File: config.mk
export PLATFORM = sky130hd
export DESIGN_NAME = dual_stage_thermostat
export DESIGN_NICKNAME = d
export VERILOG_FILES = /design/src/rtl/thst_pkg.sv /design/src/rtl/thst_csr.sv /design/src/rtl/thst_core.sv /design/src/rtl/dual_stage_thermostat.sv
export SDC_FILE = /design/constraint.sdc
export NUM_CORES = 1
export LEC_CHECK = 0
export ABC_AREA = 0
export BUFFER_PORTS_ARGS = -buffer_cell sky130_fd_sc_hd__buf_2
export CORE_MARGIN = 4
export CORE_UTILIZATION = 64
export CTS_CLUSTER_DIAMETER = 60
export DETAILED_ROUTE_END_ITERATION = 16
export PLACE_DENSITY = 0.8
export SKIP_CTS_REPAIR_TIMING = 1
export SLEW_MARGIN = 20
export SYNTH_ARGS = -nofsm -noshare
export SYNTH_HDL_FRONTEND = slang
export SYNTH_HIERARCHICAL = 1
export SYNTH_SLANG_ARGS = --single-unit
File: constraint.sdc
create_clock -name clock -period 5.2 [get_ports clock]
set_input_delay 0.78 -clock clock [delete_from_list [all_inputs] [get_ports clock]]
set_output_delay 0.78 -clock clock [all_outputs]
set_load 0.05 [all_outputs]
File: src/rtl/thst_pkg.sv
// ----------------------------------------------------------------------------
// Thermostat package
// Shared types and constants for the two-stage thermostat controller.
// ----------------------------------------------------------------------------
`timescale 1ns / 1ps
`default_nettype none

package thst_pkg;

   // Field widths
   localparam int TempWidth     = 12;
   localparam int HystWidth     = 10;
   localparam int DelayWidth    = 6;
   localparam int WaitWidth     = 12;
   localparam int CsrIndexWidth = 3;
   localparam int CsrDataWidth  = 12;

   // Delay reload scale and counter reset value
   localparam logic [WaitWidth-1:0] TicksPerSetting = 12'd60;
   localparam logic [WaitWidth-1:0] WaitReset       = 12'd60;

   // Register reset values
   localparam logic signed [TempWidth-1:0] SetpointReset  = 12'sd200;
   localparam logic [HystWidth-1:0]        HystReset      = 10'd5;
   localparam logic [HystWidth-1:0]        Hyst2Reset     = 10'd40;
   localparam logic                        ProbeEnReset   = 1'b0;
   localparam logic [DelayWidth-1:0]       CoolDelayReset = 6'd5;
   localparam logic [DelayWidth-1:0]       HeatDelayReset = 6'd2;

   // Register map
   typedef enum logic [CsrIndexWidth-1:0] {
      REG_SETPOINT    = 3'd0,
      REG_HYSTERESIS  = 3'd1,
      REG_HYSTERESIS2 = 3'd2,
      REG_PROBE2_EN   = 3'd3,
      REG_COOL_DELAY  = 3'd4,
      REG_HEAT_DELAY  = 3'd5
   } reg_index_type;

   typedef struct packed {
      logic signed [TempWidth-1:0] setpoint;
      logic [HystWidth-1:0]        hysteresis;
      logic [HystWidth-1:0]        second_hysteresis;
      logic                        second_probe_enable;
      logic [DelayWidth-1:0]       cool_delay_setting;
      logic [DelayWidth-1:0]       heat_delay_setting;
   } cfg_type;

   typedef struct packed {
      logic [WaitWidth-1:0] cool_wait;
      logic [WaitWidth-1:0] heat_wait;
      logic                 cool_on;
      logic                 heat_on;
   } state_type;

   typedef struct packed {
      logic cool_relay;
      logic heat_relay;
      logic cool_lamp;
      logic heat_lamp;
   } result_type;

endpackage

`default_nettype wire

File: src/rtl/thst_csr.sv
// ----------------------------------------------------------------------------
// Thermostat configuration registers
// Decodes register writes and holds the six control settings.
// ----------------------------------------------------------------------------
`timescale 1ns / 1ps
`default_nettype none

module thst_csr (
   input  wire logic                               clock,
   input  wire logic                               reset,
   input  wire logic                               csr_wr_en,
   input  wire logic [thst_pkg::CsrIndexWidth-1:0] csr_index,
   input  wire logic [thst_pkg::CsrDataWidth-1:0]  csr_wdata,
   output thst_pkg::cfg_type                       cfg
);
   import thst_pkg::*;

   cfg_type cfg_ff;
   cfg_type cfg_in;

   // Write decode; unknown indexes leave the settings alone
   always_comb begin
      cfg_in = cfg_ff;
      if (csr_wr_en) begin
         unique case (reg_index_type'(csr_index))
            REG_SETPOINT:    cfg_in.setpoint            = signed'(csr_wdata[TempWidth-1:0]);
            REG_HYSTERESIS:  cfg_in.hysteresis          = csr_wdata[HystWidth-1:0];
            REG_HYSTERESIS2: cfg_in.second_hysteresis   = csr_wdata[HystWidth-1:0];
            REG_PROBE2_EN:   cfg_in.second_probe_enable = csr_wdata[0];
            REG_COOL_DELAY:  cfg_in.cool_delay_setting  = csr_wdata[DelayWidth-1:0];
            REG_HEAT_DELAY:  cfg_in.heat_delay_setting  = csr_wdata[DelayWidth-1:0];
            default: ;
         endcase
      end
   end

   always_ff @(posedge clock) begin
      if (reset) begin
         cfg_ff.setpoint            <= SetpointReset;
         cfg_ff.hysteresis          <= HystReset;
         cfg_ff.second_hysteresis   <= Hyst2Reset;
         cfg_ff.second_probe_enable <= ProbeEnReset;
         cfg_ff.cool_delay_setting  <= CoolDelayReset;
         cfg_ff.heat_delay_setting  <= HeatDelayReset;
      end else begin
         cfg_ff <= cfg_in;
      end
   end

   assign cfg = cfg_ff;

endmodule

`default_nettype wire

File: src/rtl/thst_core.sv
// ----------------------------------------------------------------------------
// Thermostat decision logic
// One control tick: delay countdown, relay release, relay start, lamps.
// ----------------------------------------------------------------------------
`timescale 1ns / 1ps
`default_nettype none

module thst_core (
   input  wire thst_pkg::cfg_type                   cfg,
   input  wire thst_pkg::state_type                 state,
   input  wire logic signed [thst_pkg::TempWidth-1:0] main_temp,
   input  wire logic signed [thst_pkg::TempWidth-1:0] second_temp,
   output thst_pkg::state_type                      state_next,
   output thst_pkg::result_type                     result
);
   import thst_pkg::*;

   localparam int CmpWidth = TempWidth + 2;

   logic signed [CmpWidth-1:0] t;
   logic signed [CmpWidth-1:0] t2;
   logic signed [CmpWidth-1:0] sp;
   logic signed [CmpWidth-1:0] hy;
   logic signed [CmpWidth-1:0] hy2;
   logic signed [CmpWidth-1:0] half2;
   logic [WaitWidth-1:0]       cool_dec;
   logic [WaitWidth-1:0]       heat_dec;
   logic                       probe2;
   logic                       release_cool;
   logic                       release_heat;
   logic                       want_cool;
   logic                       want_heat;

   // Sign/zero extension to a common compare width
   always_comb begin
      t      = CmpWidth'(main_temp);
      t2     = CmpWidth'(second_temp);
      sp     = CmpWidth'(cfg.setpoint);
      hy     = signed'(CmpWidth'(cfg.hysteresis));
      hy2    = signed'(CmpWidth'(cfg.second_hysteresis));
      half2  = signed'(CmpWidth'(cfg.second_hysteresis[HystWidth-1:1]));
      probe2 = cfg.second_probe_enable;
   end

   // Delay counters count down to zero
   assign cool_dec = (state.cool_wait != '0) ? state.cool_wait - 1'b1 : '0;
   assign heat_dec = (state.heat_wait != '0) ? state.heat_wait - 1'b1 : '0;

   // Release and start conditions
   assign release_cool = state.cool_on && ((t <= sp) || (probe2 && (t2 < sp - hy2)));
   assign release_heat = state.heat_on && ((t >= sp) || (probe2 && (t2 > sp + hy2)));
   assign want_cool    = (t > sp + hy) && (!probe2 || (t2 >= sp - half2));
   assign want_heat    = (t < sp - hy) && (!probe2 || (t2 <= sp + half2));

   always_comb begin
      state_next.cool_wait = cool_dec;
      state_next.heat_wait = heat_dec;
      state_next.cool_on   = state.cool_on;
      state_next.heat_on   = state.heat_on;
      result.cool_lamp     = state.cool_on;
      result.heat_lamp     = state.heat_on;

      if (release_cool || release_heat) begin
         // Release drops both relays and reloads both delays
         state_next.cool_wait = WaitWidth'(cfg.cool_delay_setting) * TicksPerSetting;
         state_next.heat_wait = WaitWidth'(cfg.heat_delay_setting) * TicksPerSetting;
         state_next.cool_on   = 1'b0;
         state_next.heat_on   = 1'b0;
      end else if (!state.cool_on && !state.heat_on) begin
         // Idle: start a relay, or flash its lamp while the delay runs
         if (want_cool) begin
            if (cool_dec != '0) begin
               result.cool_lamp = state.cool_on ^ cool_dec[0];
            end else begin
               state_next.cool_on = 1'b1;
            end
         end else if (want_heat) begin
            if (heat_dec != '0) begin
               result.heat_lamp = state.heat_on ^ heat_dec[0];
            end else begin
               state_next.heat_on = 1'b1;
            end
         end
      end

      result.cool_relay = state_next.cool_on;
      result.heat_relay = state_next.heat_on;
   end

endmodule

`default_nettype wire

File: src/rtl/dual_stage_thermostat.sv
// Path: a tick transferred on req_ is held in the input register, then in the result
// register, and transfers on rsp_ from there; a stalled rsp_ holds it in either.
// Throughput: one tick per cycle unless rsp_ stalls. Input register feeds one pass of
// compare logic into result register; controller state updates as the result loads.
// Reset (synchronous, active high): settings return to defaults, both delay counters
// load 60, both relays off, pipeline empty.
// ----------------------------------------------------------------------------
// Two-stage thermostat
// Bang-bang cooling/heating control with hysteresis, second probe and delays.
// ----------------------------------------------------------------------------
`timescale 1ns / 1ps
`default_nettype none

module dual_stage_thermostat (
   input  wire logic                                  clock,
   input  wire logic                                  reset,
   // Configuration writes
   input  wire logic                                  csr_wr_en,
   input  wire logic [thst_pkg::CsrIndexWidth-1:0]    csr_index,
   input  wire logic [thst_pkg::CsrDataWidth-1:0]     csr_wdata,
   // Tick input
   input  wire logic                                  req_valid,
   output logic                                       req_ready,
   input  wire logic signed [thst_pkg::TempWidth-1:0] req_main_temp,
   input  wire logic signed [thst_pkg::TempWidth-1:0] req_second_temp,
   // Result output
   output logic                                       rsp_valid,
   input  wire logic                                  rsp_ready,
   output logic                                       rsp_cool_relay,
   output logic                                       rsp_heat_relay,
   output logic                                       rsp_cool_lamp,
   output logic                                       rsp_heat_lamp
);
   import thst_pkg::*;

   cfg_type    cfg;
   state_type  state_ff;
   state_type  state_in;
   result_type result_ff;
   result_type result_in;

   logic                        in_valid_ff;
   logic signed [TempWidth-1:0] main_temp_ff;
   logic signed [TempWidth-1:0] second_temp_ff;
   logic                        out_valid_ff;
   logic                        load_out;
   logic                        load_in;

   thst_csr u_csr (
      .clock     (clock),
      .reset     (reset),
      .csr_wr_en (csr_wr_en),
      .csr_index (csr_index),
      .csr_wdata (csr_wdata),
      .cfg       (cfg)
   );

   thst_core u_core (
      .cfg         (cfg),
      .state       (state_ff),
      .main_temp   (main_temp_ff),
      .second_temp (second_temp_ff),
      .state_next  (state_in),
      .result      (result_in)
   );

   // Pipeline advance
   assign load_out  = in_valid_ff && (!out_valid_ff || rsp_ready);
   assign req_ready = !in_valid_ff || load_out;
   assign load_in   = req_valid && req_ready;

   // Input stage valid
   always_ff @(posedge clock) begin
      if (reset) begin
         in_valid_ff <= 1'b0;
      end else if (req_ready) begin
         in_valid_ff <= req_valid;
      end
   end

   // Input stage payload
   always_ff @(posedge clock) begin
      if (load_in) begin
         main_temp_ff   <= req_main_temp;
         second_temp_ff <= req_second_temp;
      end
   end

   // Controller state advances once per tick
   always_ff @(posedge clock) begin
      if (reset) begin
         state_ff.cool_wait <= WaitReset;
         state_ff.heat_wait <= WaitReset;
         state_ff.cool_on   <= 1'b0;
         state_ff.heat_on   <= 1'b0;
      end else if (load_out) begin
         state_ff <= state_in;
      end
   end

   // Result stage valid
   always_ff @(posedge clock) begin
      if (reset) begin
         out_valid_ff <= 1'b0;
      end else if (load_out) begin
         out_valid_ff <= 1'b1;
      end else if (rsp_ready) begin
         out_valid_ff <= 1'b0;
      end
   end

   // Result stage payload
   always_ff @(posedge clock) begin
      if (load_out) begin
         result_ff <= result_in;
      end
   end

   assign rsp_valid      = out_valid_ff;
   assign rsp_cool_relay = result_ff.cool_relay;
   assign rsp_heat_relay = result_ff.heat_relay;
   assign rsp_cool_lamp  = result_ff.cool_lamp;
   assign rsp_heat_lamp  = result_ff.heat_lamp;

endmodule

`default_nettype wire

==> impl_results.md, run 1 <==
* Status: finished, final reports clean
* Total power at 2.13 mW
* Port bufs at 49
* Unrepaired setup endpoints after global routing: no
* Most frequent cell after synthesis: ha_1
* Worst setup SP type: flop
* Nets@finish at ~1500
* Share of the synthesized area in the top cell type at 0.200
* Root Buffer: clkbuf_16
* PD cells at 182 mW/mm^2
* Post-synth top area cell: ha_1
* Overall Global Routing Usage at 0.270
* Yosys reg bits at 101
* Top post-synthesis cells by count: 174 x ha_1, 105 x nand2b_1, 95 x nor2_1
* Avg Cell Area, Syn at 8.79 um^2
* DR iter-0 viols at 681
* Drt pass-1 iters at 7
* Skew-Pair Late Insertion Delay at between 0.3 and 0.4 ns
* Vias after detailed routing at 9081
* Cell Count, Final, Fillers Out at 1493
* Period utilization at 0.943
* Post-DP HPWL at around 20 mm
* Ant. Diodes at 0
* Vias in the first global route at roughly 8700
* Placed Cells at 1475
* TritonCTS clock tree: built
* Fin. Hold Viols at 0
* Clk buf depth at 2
* Switch Pwr at 685 uW
* Die area at 0.0192 mm^2
* Fmax at 204 MHz
* FP Rows at 47
* Leakage power at 5.08 nW
* CP most frequent cell: o211ai_1
* Clock power share at 0.337
* CTS buffer count at 9
* Vert. Die Dim at 138 um
* Crit path max-delay family: compound AO/OA/AOI/OAI gates
* Largest net degree at the start of global routing at 44
* WS Path Type: flop to flop
* Buf/Inv on CP at 3
* Combinational share of power at 0.251
* DP Area at 0.0113 mm^2
* Placer congestion estimate at 0.912
* Net Sw Frac at 0.322
* First-pass GRT wire length at around 43 mm
* DRT antenna net count at 0
* I/O pin cnt at 50
* Int Pwr at 1.44 mW
* Layout Skew at 0.00580 ns
* Core Region at 0.0166 mm^2
* Synthesized area at 0.0109 mm^2
* Register share of total power at 0.412
* Sequential area share after synthesis at 0.211
* Clock Pin Slew Worst Setup and Hold Paths at approximately 0.08 ns
* Final WL at about 26 mm
* Finished Cell Area at 0.0117 mm^2
* Share of layout cells above drive strength 1 at 0.0958
* Hold_ws at between 0.5 and 0.6 ns
* Critical Path RT at 5.40 ns
* Cell variety after synth at between 70 and 80
* Slowest cell on crit path: dfxtp_1
* Via density at 6.08
* Max stage delay on crit path at 0.44 ns
* EDFF count, synth at 28
* Synth top area cells: ha_1 20%, dfxtp_1 13%, edfxtp_1 7.7%, mux2i_1 7.4%, nand2b_1 6.0%
* VDD IR max at 0.000173 V
* Clock sink total at 101
* Sequential cell area at 0.00230 mm^2
* Setup ws final at between 0.2 and 0.3 ns
* Worst setup EP type: flop
* Worst Max-Slew Pin Slew at 1.10 ns
* H-tree depth at 3
* Gr ovfl total at 0
* Gate Count Post-Synth at 1239
* Filler cells at about 1300
* Initial Util at 0.654
* Crit-path max FO at 14
* Fin. max-slew vios at 0
* Syn. warnings at 6
* Initial antenna violation count at 0
* DRC viols at 0
* TNS Setup at 0 ns
* Crit-path cells: inv_1, ha_1, o21bai_1, a21oi_1, o211ai_1, a2111oi_1, buf_4, o211ai_1, nor3b_1, ha_1, and4_1, nand3_2, or3_1, nand3_1, o211ai_1, a311oi_4, buf_12, mux2_2, nor2_1, mux2i_1
* Finish-stage setup viols at 0
* P&R area growth vs syn at 7.28%
* Pre-CTS setup slack at 0.204 ns
* Hold Crit Class: flop to flop
* DR WL/cell at 17.7 um
* Top_reg_cell synth: dfxtp_1
* Die Width at between 100 and 150 um
* Slew HR at 0.268
* Worst EP arrival at 5.10 ns
* Post-synth ARST share at 0
* Fin util at 0.702
* Period minus WS final at 4.90 ns
* Post-Syn Nets at 1481
* Max Cap Violations at 0
* Multi-input gate area at 0.00803 mm^2
[logic make-up (layout without fill, tap and decap cells)]
kind of cell | Yosys count | in the layout | synth area share
xor+xnor | 65 | 65 | 0.0523
fa+ha+maj | 198 | 198 | 0.244
buf+inv | 139 | 173 | 0.0544
flops | 101 | 101 | 0.211
simple gates | 415 | 415 | 0.211
mux | 93 | 93 | 0.0891
compound gates | 228 | 228 | 0.138
[final timing paths]
check                                                 from                         to  slack [ns]  cells after the start
worst max-delay path            u_csr/cfg[15]$_SDFFE_PP0P_   state_ff[4]$_SDFFE_PP1P_        0.30                     20
worst min-delay path             state_ff[10]$_SDFFE_PP0P_  state_ff[10]$_SDFFE_PP0P_        0.50                      2
worst max register to register  u_csr/cfg[15]$_SDFFE_PP0P_   state_ff[4]$_SDFFE_PP1P_        0.30                     20
worst min register to register   state_ff[10]$_SDFFE_PP0P_  state_ff[10]$_SDFFE_PP0P_        0.50                      2
[metal layers]
metal,part of all wire,GRT usage,vias to the layer above
li1,-,-,4475
met2,0.44,0.431,294
met5,0,0,-
met4,0.031,0.0900,0
met3,0.066,0.0407,63
met1,0.46,0.378,4249
[cells in the final DEF, fill, tap and decap left out, types with 18 or more instances in the layout]
cell	netlist	layout
a21oi_1	75	71
buf_2	7	49
buf_4	2	18
dfxtp_1	73	73
edfxtp_1	28	28
fa_1	24	24
ha_1	174	174
inv_1	87	87
mux2i_1	80	80
nand2_1	49	49
nand2b_1	105	105
nand3_1	25	25
nor2_1	95	95
nor3_1	33	33
o21ai_0	36	35
xnor2_1	50	50
[worst min-delay path: stages, from the launching register on]
cell	delay (ns)
dfxtp_1	0.33
nand2b_1	0.07
mux2i_1	0.06
[power groups by stage]
stage	Clock, mW	Combinational, mW	Sequential (mW)
final	0.716	0.535	0.876
after detailed placement	0	0.523	0.894
after CTS	0.730	0.527	0.876
after floorplan	0	0.391	0.887
after global routing	0.754	0.600	0.881
after global placement	0	0.505	0.893
[registers in the layout (all words and copies together), names as in the netlist]
register	flops
in_valid_ff	1
main_temp_ff	12
rsp_cool_lamp	1
rsp_cool_relay	1
rsp_heat_lamp	1
rsp_heat_relay	1
rsp_valid	1
second_temp_ff	12
state_ff	26
u_csr/cfg	45
[final cells by class]
class / instances / share of cell area
Timing Repair Buffer: 69 / 0.0364
Multi-Input combinational cell: 999 / 0.688
Inverter: 88 / 0.0283
Clock buffer: 10 / 0.0214
Tap cell: 220 / 0.0236
Clock inverter: 6 / 0.00525
Sequential cell: 101 / 0.197
Power figures use the tool's default switching activity.
==> run 2: changes to the inputs <==
- CORE_UTILIZATION: 64 -> 65
- CTS_BUF_LIST: unset -> sky130_fd_sc_hd__clkbuf_8
- PLACE_DENSITY: 0.8 -> 0.82
- TNS_END_PERCENT: unset -> 100
==> run 2 against run 1 <==
  * Non-clock buffer count stayed put
  * Maximum frequency up 0.77%
  * Sequential power barely moved
  * Combinational power down 0.9%
  * Critical path depth is the same
  * Sequential share of layout area rose by 0.22 points
  * Total power fell by 8.3%
  * Flip-flop and latch count did not move
  * Clock power fell by 24%
  * Largest power group unchanged
==> impl_results.md, run 2 (synthesis gave the netlist of run 1 again) <==
* Die Width at 137 um (-0.73%)
* Fmax at 205 MHz (+0.77%)
* DR WL/cell at 16.9 um (-4.7%)
* Placer congestion estimate at 0.909 (-0.30%)
* Max Cap Violations at 0 (unchanged)
* Nets@finish at 1510 (unchanged)
* Status: finished, final reports clean
* Fin. Hold Viols at 0 (unchanged)
* DRT antenna net count at 0 (unchanged)
* Met3 usage in global routing at 0.0420 (+0.00126)
* Initial Util at 0.659 (+0.00466)
* Vias after detailed routing at 8916 (-1.8%)
* Vert. Die Dim at 137 um (-0.73%)
* Ant. Diodes at 0 (unchanged)
* DR iter-0 viols at 713 (+4.7%)
* Total power at 1.95 mW (-8.3%)
* PD cells at 169 mW/mm^2 (-7.3%)
* P&R area growth vs syn at 6.11%
* DRC viols at 0 (unchanged)
* Fin. max-slew vios at 0 (unchanged)
* Skew-Pair Late Insertion Delay at 0.39 ns (+0.03 ns)
* First-pass GRT wire length at 42.3 mm (-1.5%)
* Crit-path max FO at 27 (+13)
* TritonCTS clock tree: built
* H-tree depth at 3 (unchanged)
* Worst Max-Slew Pin Slew at 1.11 ns (+0.0108 ns)
* Finish-stage setup viols at 0 (unchanged)
* Gr ovfl total at 0 (unchanged)
* Hold_ws at 0.507 ns (+0.00545 ns)
* Critical Path RT at 5.49 ns (+0.09 ns)
* Core Region at 0.0165 mm^2 (-0.71%)
* Leakage power at 5.02 nW (-1.2%)
* Most frequent cells in the layout: 174 x ha_1, 105 x nand2b_1, 95 x nor2_1
* Clk buf depth at 2 (unchanged)
* Vias in the first global route at 8658 (-0.96%)
* Layout Skew at 0.00851 ns (+0.00271 ns)
* Die area at 0.0189 mm^2 (-1.5%)
* Period minus WS final at 4.87 ns (-0.0375 ns)
* I/O pin cnt at 50 (unchanged)
* Worst setup EP type: flop
* Root Buffer: clkbuf_8
* Max stage delay on crit path at 0.44 ns (about the same)
* Clock sink total at 101 (unchanged)
* Slowest cell on crit path: dfxtp_1
* Share of layout cells above drive strength 1 at 0.0935 (-0.00236)
* WS Path Type: flop to flop
* Buf/Inv on CP at 2 (-1)
* Worst setup SP type: flop
* Post-DP HPWL at 19.7 mm (-3.0%)
* VDD IR max at 0.000146 V (-16%)
* Grt peak-use layer: met2
* CTS buffer count at 9 (unchanged)
* FP Rows at 47 (unchanged)
* Period utilization at 0.936 (-0.00722)
* Slew HR at 0.260 (-0.00760)
* Via density at 5.97 (-1.8%)
* Grt met2 use at 0.452 (+0.0214)
* Drt pass-1 iters at 6 (-1)
* Most common cell after layout, fill and taps aside: ha_1
* GR Util met1 at 0.383 (+0.00524)
* Crit path max-delay family: compound AO/OA/AOI/OAI gates
* Worst EP arrival at 5.15 ns (+0.05 ns)
* Clock Pin Slew Worst Setup and Hold Paths at 0.11 ns (+0.03 ns)
* Final WL at 25.2 mm (-4.7%)
* Crit-path cells: inv_1, ha_1, o21bai_1, a21oi_1, o21bai_1, a21oi_1, o311ai_0, a221oi_1, o211ai_1, ha_1, and4_1, nand3_2, or3_1, nand3_1, o211ai_1, a311oi_4, buf_12, mux2_2, nor2_1, mux2i_1
* Initial antenna violation count at 0 (unchanged)
* Port bufs at 49 (unchanged)
* Flop2flop setup slack at 0.33 ns (+0.04 ns)
* Hold Crit Class: flop to flop
* Max FFs per register at 45 (unchanged)
* Largest net degree at the start of global routing at 46 (+4.5%)
* Overall Global Routing Usage at 0.279 (+0.00865)
-- run 2: changes by cell type in the layout (fill, tap and decap cells not counted), moves of 2 or more --
cell and delta:
a21oi_2 -3, clkbuf_16 -11, clkbuf_8 +9, inv_6 +2, a21oi_1 +3
-- run 2: final timing paths --
kind	cells after the start	to	from
setup / recovery	20	state_ff[5]$_SDFFE_PP1P_	u_csr/cfg[15]$_SDFFE_PP0P_
hold / removal	2	state_ff[10]$_SDFFE_PP0P_	state_ff[10]$_SDFFE_PP0P_
setup reg to reg	20	state_ff[5]$_SDFFE_PP1P_	u_csr/cfg[15]$_SDFFE_PP0P_
hold reg to reg	2	state_ff[10]$_SDFFE_PP0P_	state_ff[10]$_SDFFE_PP0P_
-- run 2: power by group --
group | total [mW] | leakage [nW] | switching (mW) | internal [mW]
clock network | 0.545 | 0.103 | 0.315 | 0.231
registers | 0.875 | 0.865 | 0.0385 | 0.837
logic | 0.530 | 4.05 | 0.291 | 0.239
-- run 2: cell type report --
cell class | instances | area [um^2]
clock inverters | 7 | 80.1
multi-input cells | 999 | 8020
inverters | 88 | 330
repair buffers | 69 | 420
fillers | 1310 | 4970
well taps | 220 | 275
clock buffers | 9 | 124
flip-flops and latches | 101 | 2300
-- run 2: per-layer routing --
metal / wire length [um] / part of all wire / up-vias
li1: - / - / 4464
met1: 11900 / 0.47 / 4160
met2: 11400 / 0.45 / 253
met3: 1320 / 0.052 / 39
met4: 595 / 0.024 / 0
met5: 0 / 0 / -
-- run 2: metrics by stage --
step	util	TNS [ns]	worst slack (ns)	area [um^2]	instances
5_1_grt	0.699	-0.137	-0.0616	11600	1493
2_1_floorplan	-	0	0.477	10900	1239
6_report	0.699	0	0.333	11600	1493
3_3_place_gp	0.684	0	0.380	11300	1475
3_5_place_dp	0.684	0	0.337	11300	1475
4_1_cts	0.697	0	0.272	11500	1491
-- run 2: worst reg2reg max path, stage by stage, from the launching register on --
cell	delay, ns
dfxtp_1	0.44
inv_1	0.13
ha_1	0.42
o21bai_1	0.09
a21oi_1	0.23
o21bai_1	0.09
a21oi_1	0.22
o311ai_0	0.19
a221oi_1	0.42
o211ai_1	0.15
ha_1	0.31
and4_1	0.21
nand3_2	0.11
or3_1	0.39
nand3_1	0.10
o211ai_1	0.12
a311oi_4	0.33
buf_12	0.25
mux2_2	0.37
nor2_1	0.10
mux2i_1	0.08
==> run 3: changes to the inputs <==
- ABC_AREA: 0 -> 1
- PLACE_DENSITY: 0.82 -> 0.87
==> run 3 against run 2 <==
  * Worst hold slack got worse by 0.0073 ns
  * Setup slack better by 0.15 ns
  * Critical path depth increased by 4
  * Via count rose by 15%
  * Register-to-register slack better by 0.15 ns
  * Flip-flop and latch count is the same
  * Utilization shrank 0.74 points
  * Highest routed layer unchanged
  * Sequential power up 4.1%
==> impl_results.md, run 3 <==
* VDD IR max at 0.000133 V (-8.7%)
* Buf/Inv on CP at 2 (unchanged)
* Clock Pin Slew Worst Setup and Hold Paths at 0.11 ns (about the same)
* Filler cells at 1457 (+11%)
* Via density at 5.67 (-5.0%)
* Vias after detailed routing at 10200 (+15%)
* CTS buffer count at 9 (unchanged)
* TNS Setup at 0 ns (unchanged)
* Worst Max-Slew Pin Slew at 1.01 ns (-0.101 ns)
* Max stage delay on crit path at 0.58 ns (+0.14 ns)
* Hold Path Sink: state_ff[15]$_SDFFE_PP0P_
* Register-to-Register Path Depth at 24 (+20%)
* Gate Count Post-Synth at 1566 (+26%)
* Crit path max-delay family: simple AND/OR/NAND/NOR gates
* Syn. warnings at 6 (unchanged)
* Port bufs at 49 (unchanged)
* Worst setup EP type: flop
* Placer congestion estimate at 1.03 (+14%)
* Leakage power at 5.88 nW (+17%)
* Top_reg_cell synth: dfxtp_1
* Post-Syn Nets at 1808 (+22%)
* Crit-path cells: inv_1, fa_1, nor2_1, o21ai_0, nand2_1, a21oi_1, o31ai_1, xor2_1, ha_1, nand3_1, nor2_1, o21ai_0, nand2_1, nand2_1, nand3_1, nand2_1, nand2_2, nand2_4, nand2_1, nand2_1, inv_1, nand3_1, nand2_1, nor2_1
* Core Region at 0.0166 mm^2 (+0.36%)
* Status: finished, final reports clean
* Clock sink total at 101 (unchanged)
* Cell variety after synth at 45 (-40%)
* Clk buf depth at 2 (unchanged)
* Die area at 0.0191 mm^2 (+0.96%)
* Synth top area cells: ha_1 20%, dfxtp_1 13%, nand2_1 11%, edfxtp_1 7.6%, inv_1 7.1%
* Slew HR at 0.325 (+0.0653)
* H-tree depth at 3 (unchanged)
* Largest net degree at the start of global routing at 47 (+2.2%)
* Yosys reg bits at 101 (unchanged)
* Slowest cell on crit path: dfxtp_1
* First-pass GRT wire length at 44.8 mm (+5.8%)
* EDFF count, synth at 28 (unchanged)
* Drt pass-1 iters at 5 (-1)
* Final WL at 27.3 mm (+8.4%)
* P&R area growth vs syn at 4.31%
* DR WL/cell at 15.1 um (-10%)
* Share of layout cells above drive strength 1 at 0.0662 (-0.0273)
* Vert. Die Dim at 138 um (+0.48%)
* Min-Delay Path Depth at 2 (unchanged)
* Most frequent cells in the layout: 324 x nand2_1, 207 x inv_1, 185 x nor2_1
* WL met3 at 1.78 mm (+35%)
* Nets@finish at 1824 (+21%)
* DRC viols at 0 (unchanged)
* Highest routed layer: met4
* Ant. Diodes at 0 (unchanged)
* Post-DP HPWL at 21.4 mm (+8.4%)
* DRT antenna net count at 0 (unchanged)
* Layout Skew at 0.0190 ns (+0.0105 ns)
* Metal2 WL at 12.6 mm (+11%)
* Root Buffer: clkbuf_8
* Fmax at 212 MHz (+3.1%)
* Sequential area share after synthesis at 0.209 (-0.00212)
* Post-synth top area cell: ha_1
* Post-synth ARST share at 0 (unchanged)
* Fin util at 0.692 (-0.00738)
* Critical Path RT at 5.48 ns (about the same)
* Hold_sp: state_ff[15]$_SDFFE_PP0P_
* DR iter-0 viols at 1008 (+41%)
* Reg-to-Reg End: state_ff[10]$_SDFFE_PP0P_
* Synthesized area at 0.0110 mm^2 (+1.0%)
* Vias in the first global route at 9505 (+9.8%)
* M1 WL at 12.0 mm (+1.2%)
* I/O pin cnt at 50 (unchanged)
* Die Width at 138 um (+0.48%)
* Initial antenna violation count at 0 (unchanged)
* PD cells at 201 mW/mm^2 (+19%)
* Period utilization at 0.908 (-0.0283)
* Share of the synthesized area in the top cell type at 0.198 (-0.00200)
* Unrepaired setup endpoints after global routing: no
* Top post-synthesis cells by count: 324 x nand2_1, 208 x inv_1, 186 x nor2_1
* Period minus WS final at 4.72 ns (-0.147 ns)
* FF-to-FF Start: u_csr/cfg[34]$_SDFFE_PP0P_
* Most common cell after layout, fill and taps aside: nand2_1
* Initial Util at 0.663 (+0.00430)
* Overall Global Routing Usage at 0.279 (-0.000448)
* CP most frequent cell: nand2_1
* Flop2flop setup slack at 0.48 ns (+0.15 ns)
* Max FFs per register at 45 (unchanged)
* Avg Cell Area, Syn at 7.02 um^2 (-20%)
* WS Path Type: flop to flop
* Skew-Pair Late Insertion Delay at 0.40 ns (about the same)
* Fin. Hold Viols at 0 (unchanged)
* FP Rows at 47 (unchanged)
* Fin. max-slew vios at 0 (unchanged)
* Worst EP arrival at 5.00 ns (-0.15 ns)
* Gr ovfl total at 0 (unchanged)
* Finish-stage setup viols at 0 (unchanged)
* Crit-path max FO at 26 (-3.7%)
* Max Cap Violations at 0 (unchanged)
* Worst setup SP type: flop
* Most frequent cell after synthesis: nand2_1
* TritonCTS clock tree: built
* Hold Crit Class: flop to flop
[run 3: how the worst max path moves through the flow]
stage / to / slack (ns) / from / depth (start not counted)
final: state_ff[10]$_SDFFE_PP0P_ / 0.48 / u_csr/cfg[34]$_SDFFE_PP0P_ / 24
after global routing: state_ff[22]$_SDFFE_PP0P_ / 0.14 / u_csr/cfg[34]$_SDFFE_PP0P_ / 27
after CTS: state_ff[10]$_SDFFE_PP0P_ / 0.63 / u_csr/cfg[34]$_SDFFE_PP0P_ / 24
after detailed placement: state_ff[10]$_SDFFE_PP0P_ / 0.69 / u_csr/cfg[34]$_SDFFE_PP0P_ / 24
after global placement: state_ff[0]$_SDFFE_PP0P_ / 0.98 / u_csr/cfg[34]$_SDFFE_PP0P_ / 24
after floorplan: state_ff[0]$_SDFFE_PP0P_ / 1.58 / u_csr/cfg[34]$_SDFFE_PP0P_ / 28
[run 3: final cells by class]
class	count	area [um^2]	area share
clock buffers	10	138	0.0120
clock inverters	6	75.1	0.00654
inverters	214	803	0.0700
multi-input cells	1203	7600	0.663
flip-flops and latches	101	2300	0.201
well taps	220	275	0.0240
repair buffers	53	275	0.0240
[run 3: cells by family after synthesis]
family | after synthesis | synth area share
AOI/OAI and AO/OA | 196 | 0.0993
xor gates and xnor gates | 75 | 0.0597
adders and majority gates | 198 | 0.242
buffers and inverters | 262 | 0.100
DFF | 101 | 0.209
and+or+nand+nor | 734 | 0.290
[run 3: power by group]
group / switching [mW] / internal [mW] / total [mW]
clock network: 0.316 / 0.245 / 0.561
logic: 0.519 / 0.319 / 0.839
registers: 0.0587 / 0.853 / 0.911
[run 3: worst reg2reg max path, cell delays in order (launching register included)]
cell	delay [ns]
dfxtp_1	0.58
inv_1	0.28
fa_1	0.48
nor2_1	0.16
o21ai_0	0.11
nand2_1	0.14
a21oi_1	0.14
o31ai_1	0.34
xor2_1	0.12
ha_1	0.32
nand3_1	0.14
nor2_1	0.21
o21ai_0	0.17
nand2_1	0.10
nand2_1	0.05
nand3_1	0.06
nand2_1	0.10
nand2_2	0.36
nand2_4	0.29
nand2_1	0.14
nand2_1	0.05
inv_1	0.05
nand3_1	0.07
nand2_1	0.10
nor2_1	0.05
[run 3: layer usage]
metal  GRT usage  up-vias
met5           0        -
met2       0.468      359
met1       0.365     4679
met4      0.0957        0
li1            -     5133
met3      0.0466       76
[run 3: through the flow]
step / std cells / total power [mW] / setup slack, ns / hold slack, ns / instance area, um^2
floorplan: 1566 / 1.56 / 1.58 / 0.449 / 11000
global placement: 1791 / 1.72 / 0.978 / 0.464 / 11300
detailed placement: 1791 / 1.75 / 0.686 / 0.473 / 11300
CTS: 1807 / 2.31 / 0.632 / 0.502 / 11500
global route: 1807 / 2.48 / 0.136 / 0.515 / 11500
finish: 1807 / 2.31 / 0.480 / 0.500 / 11500
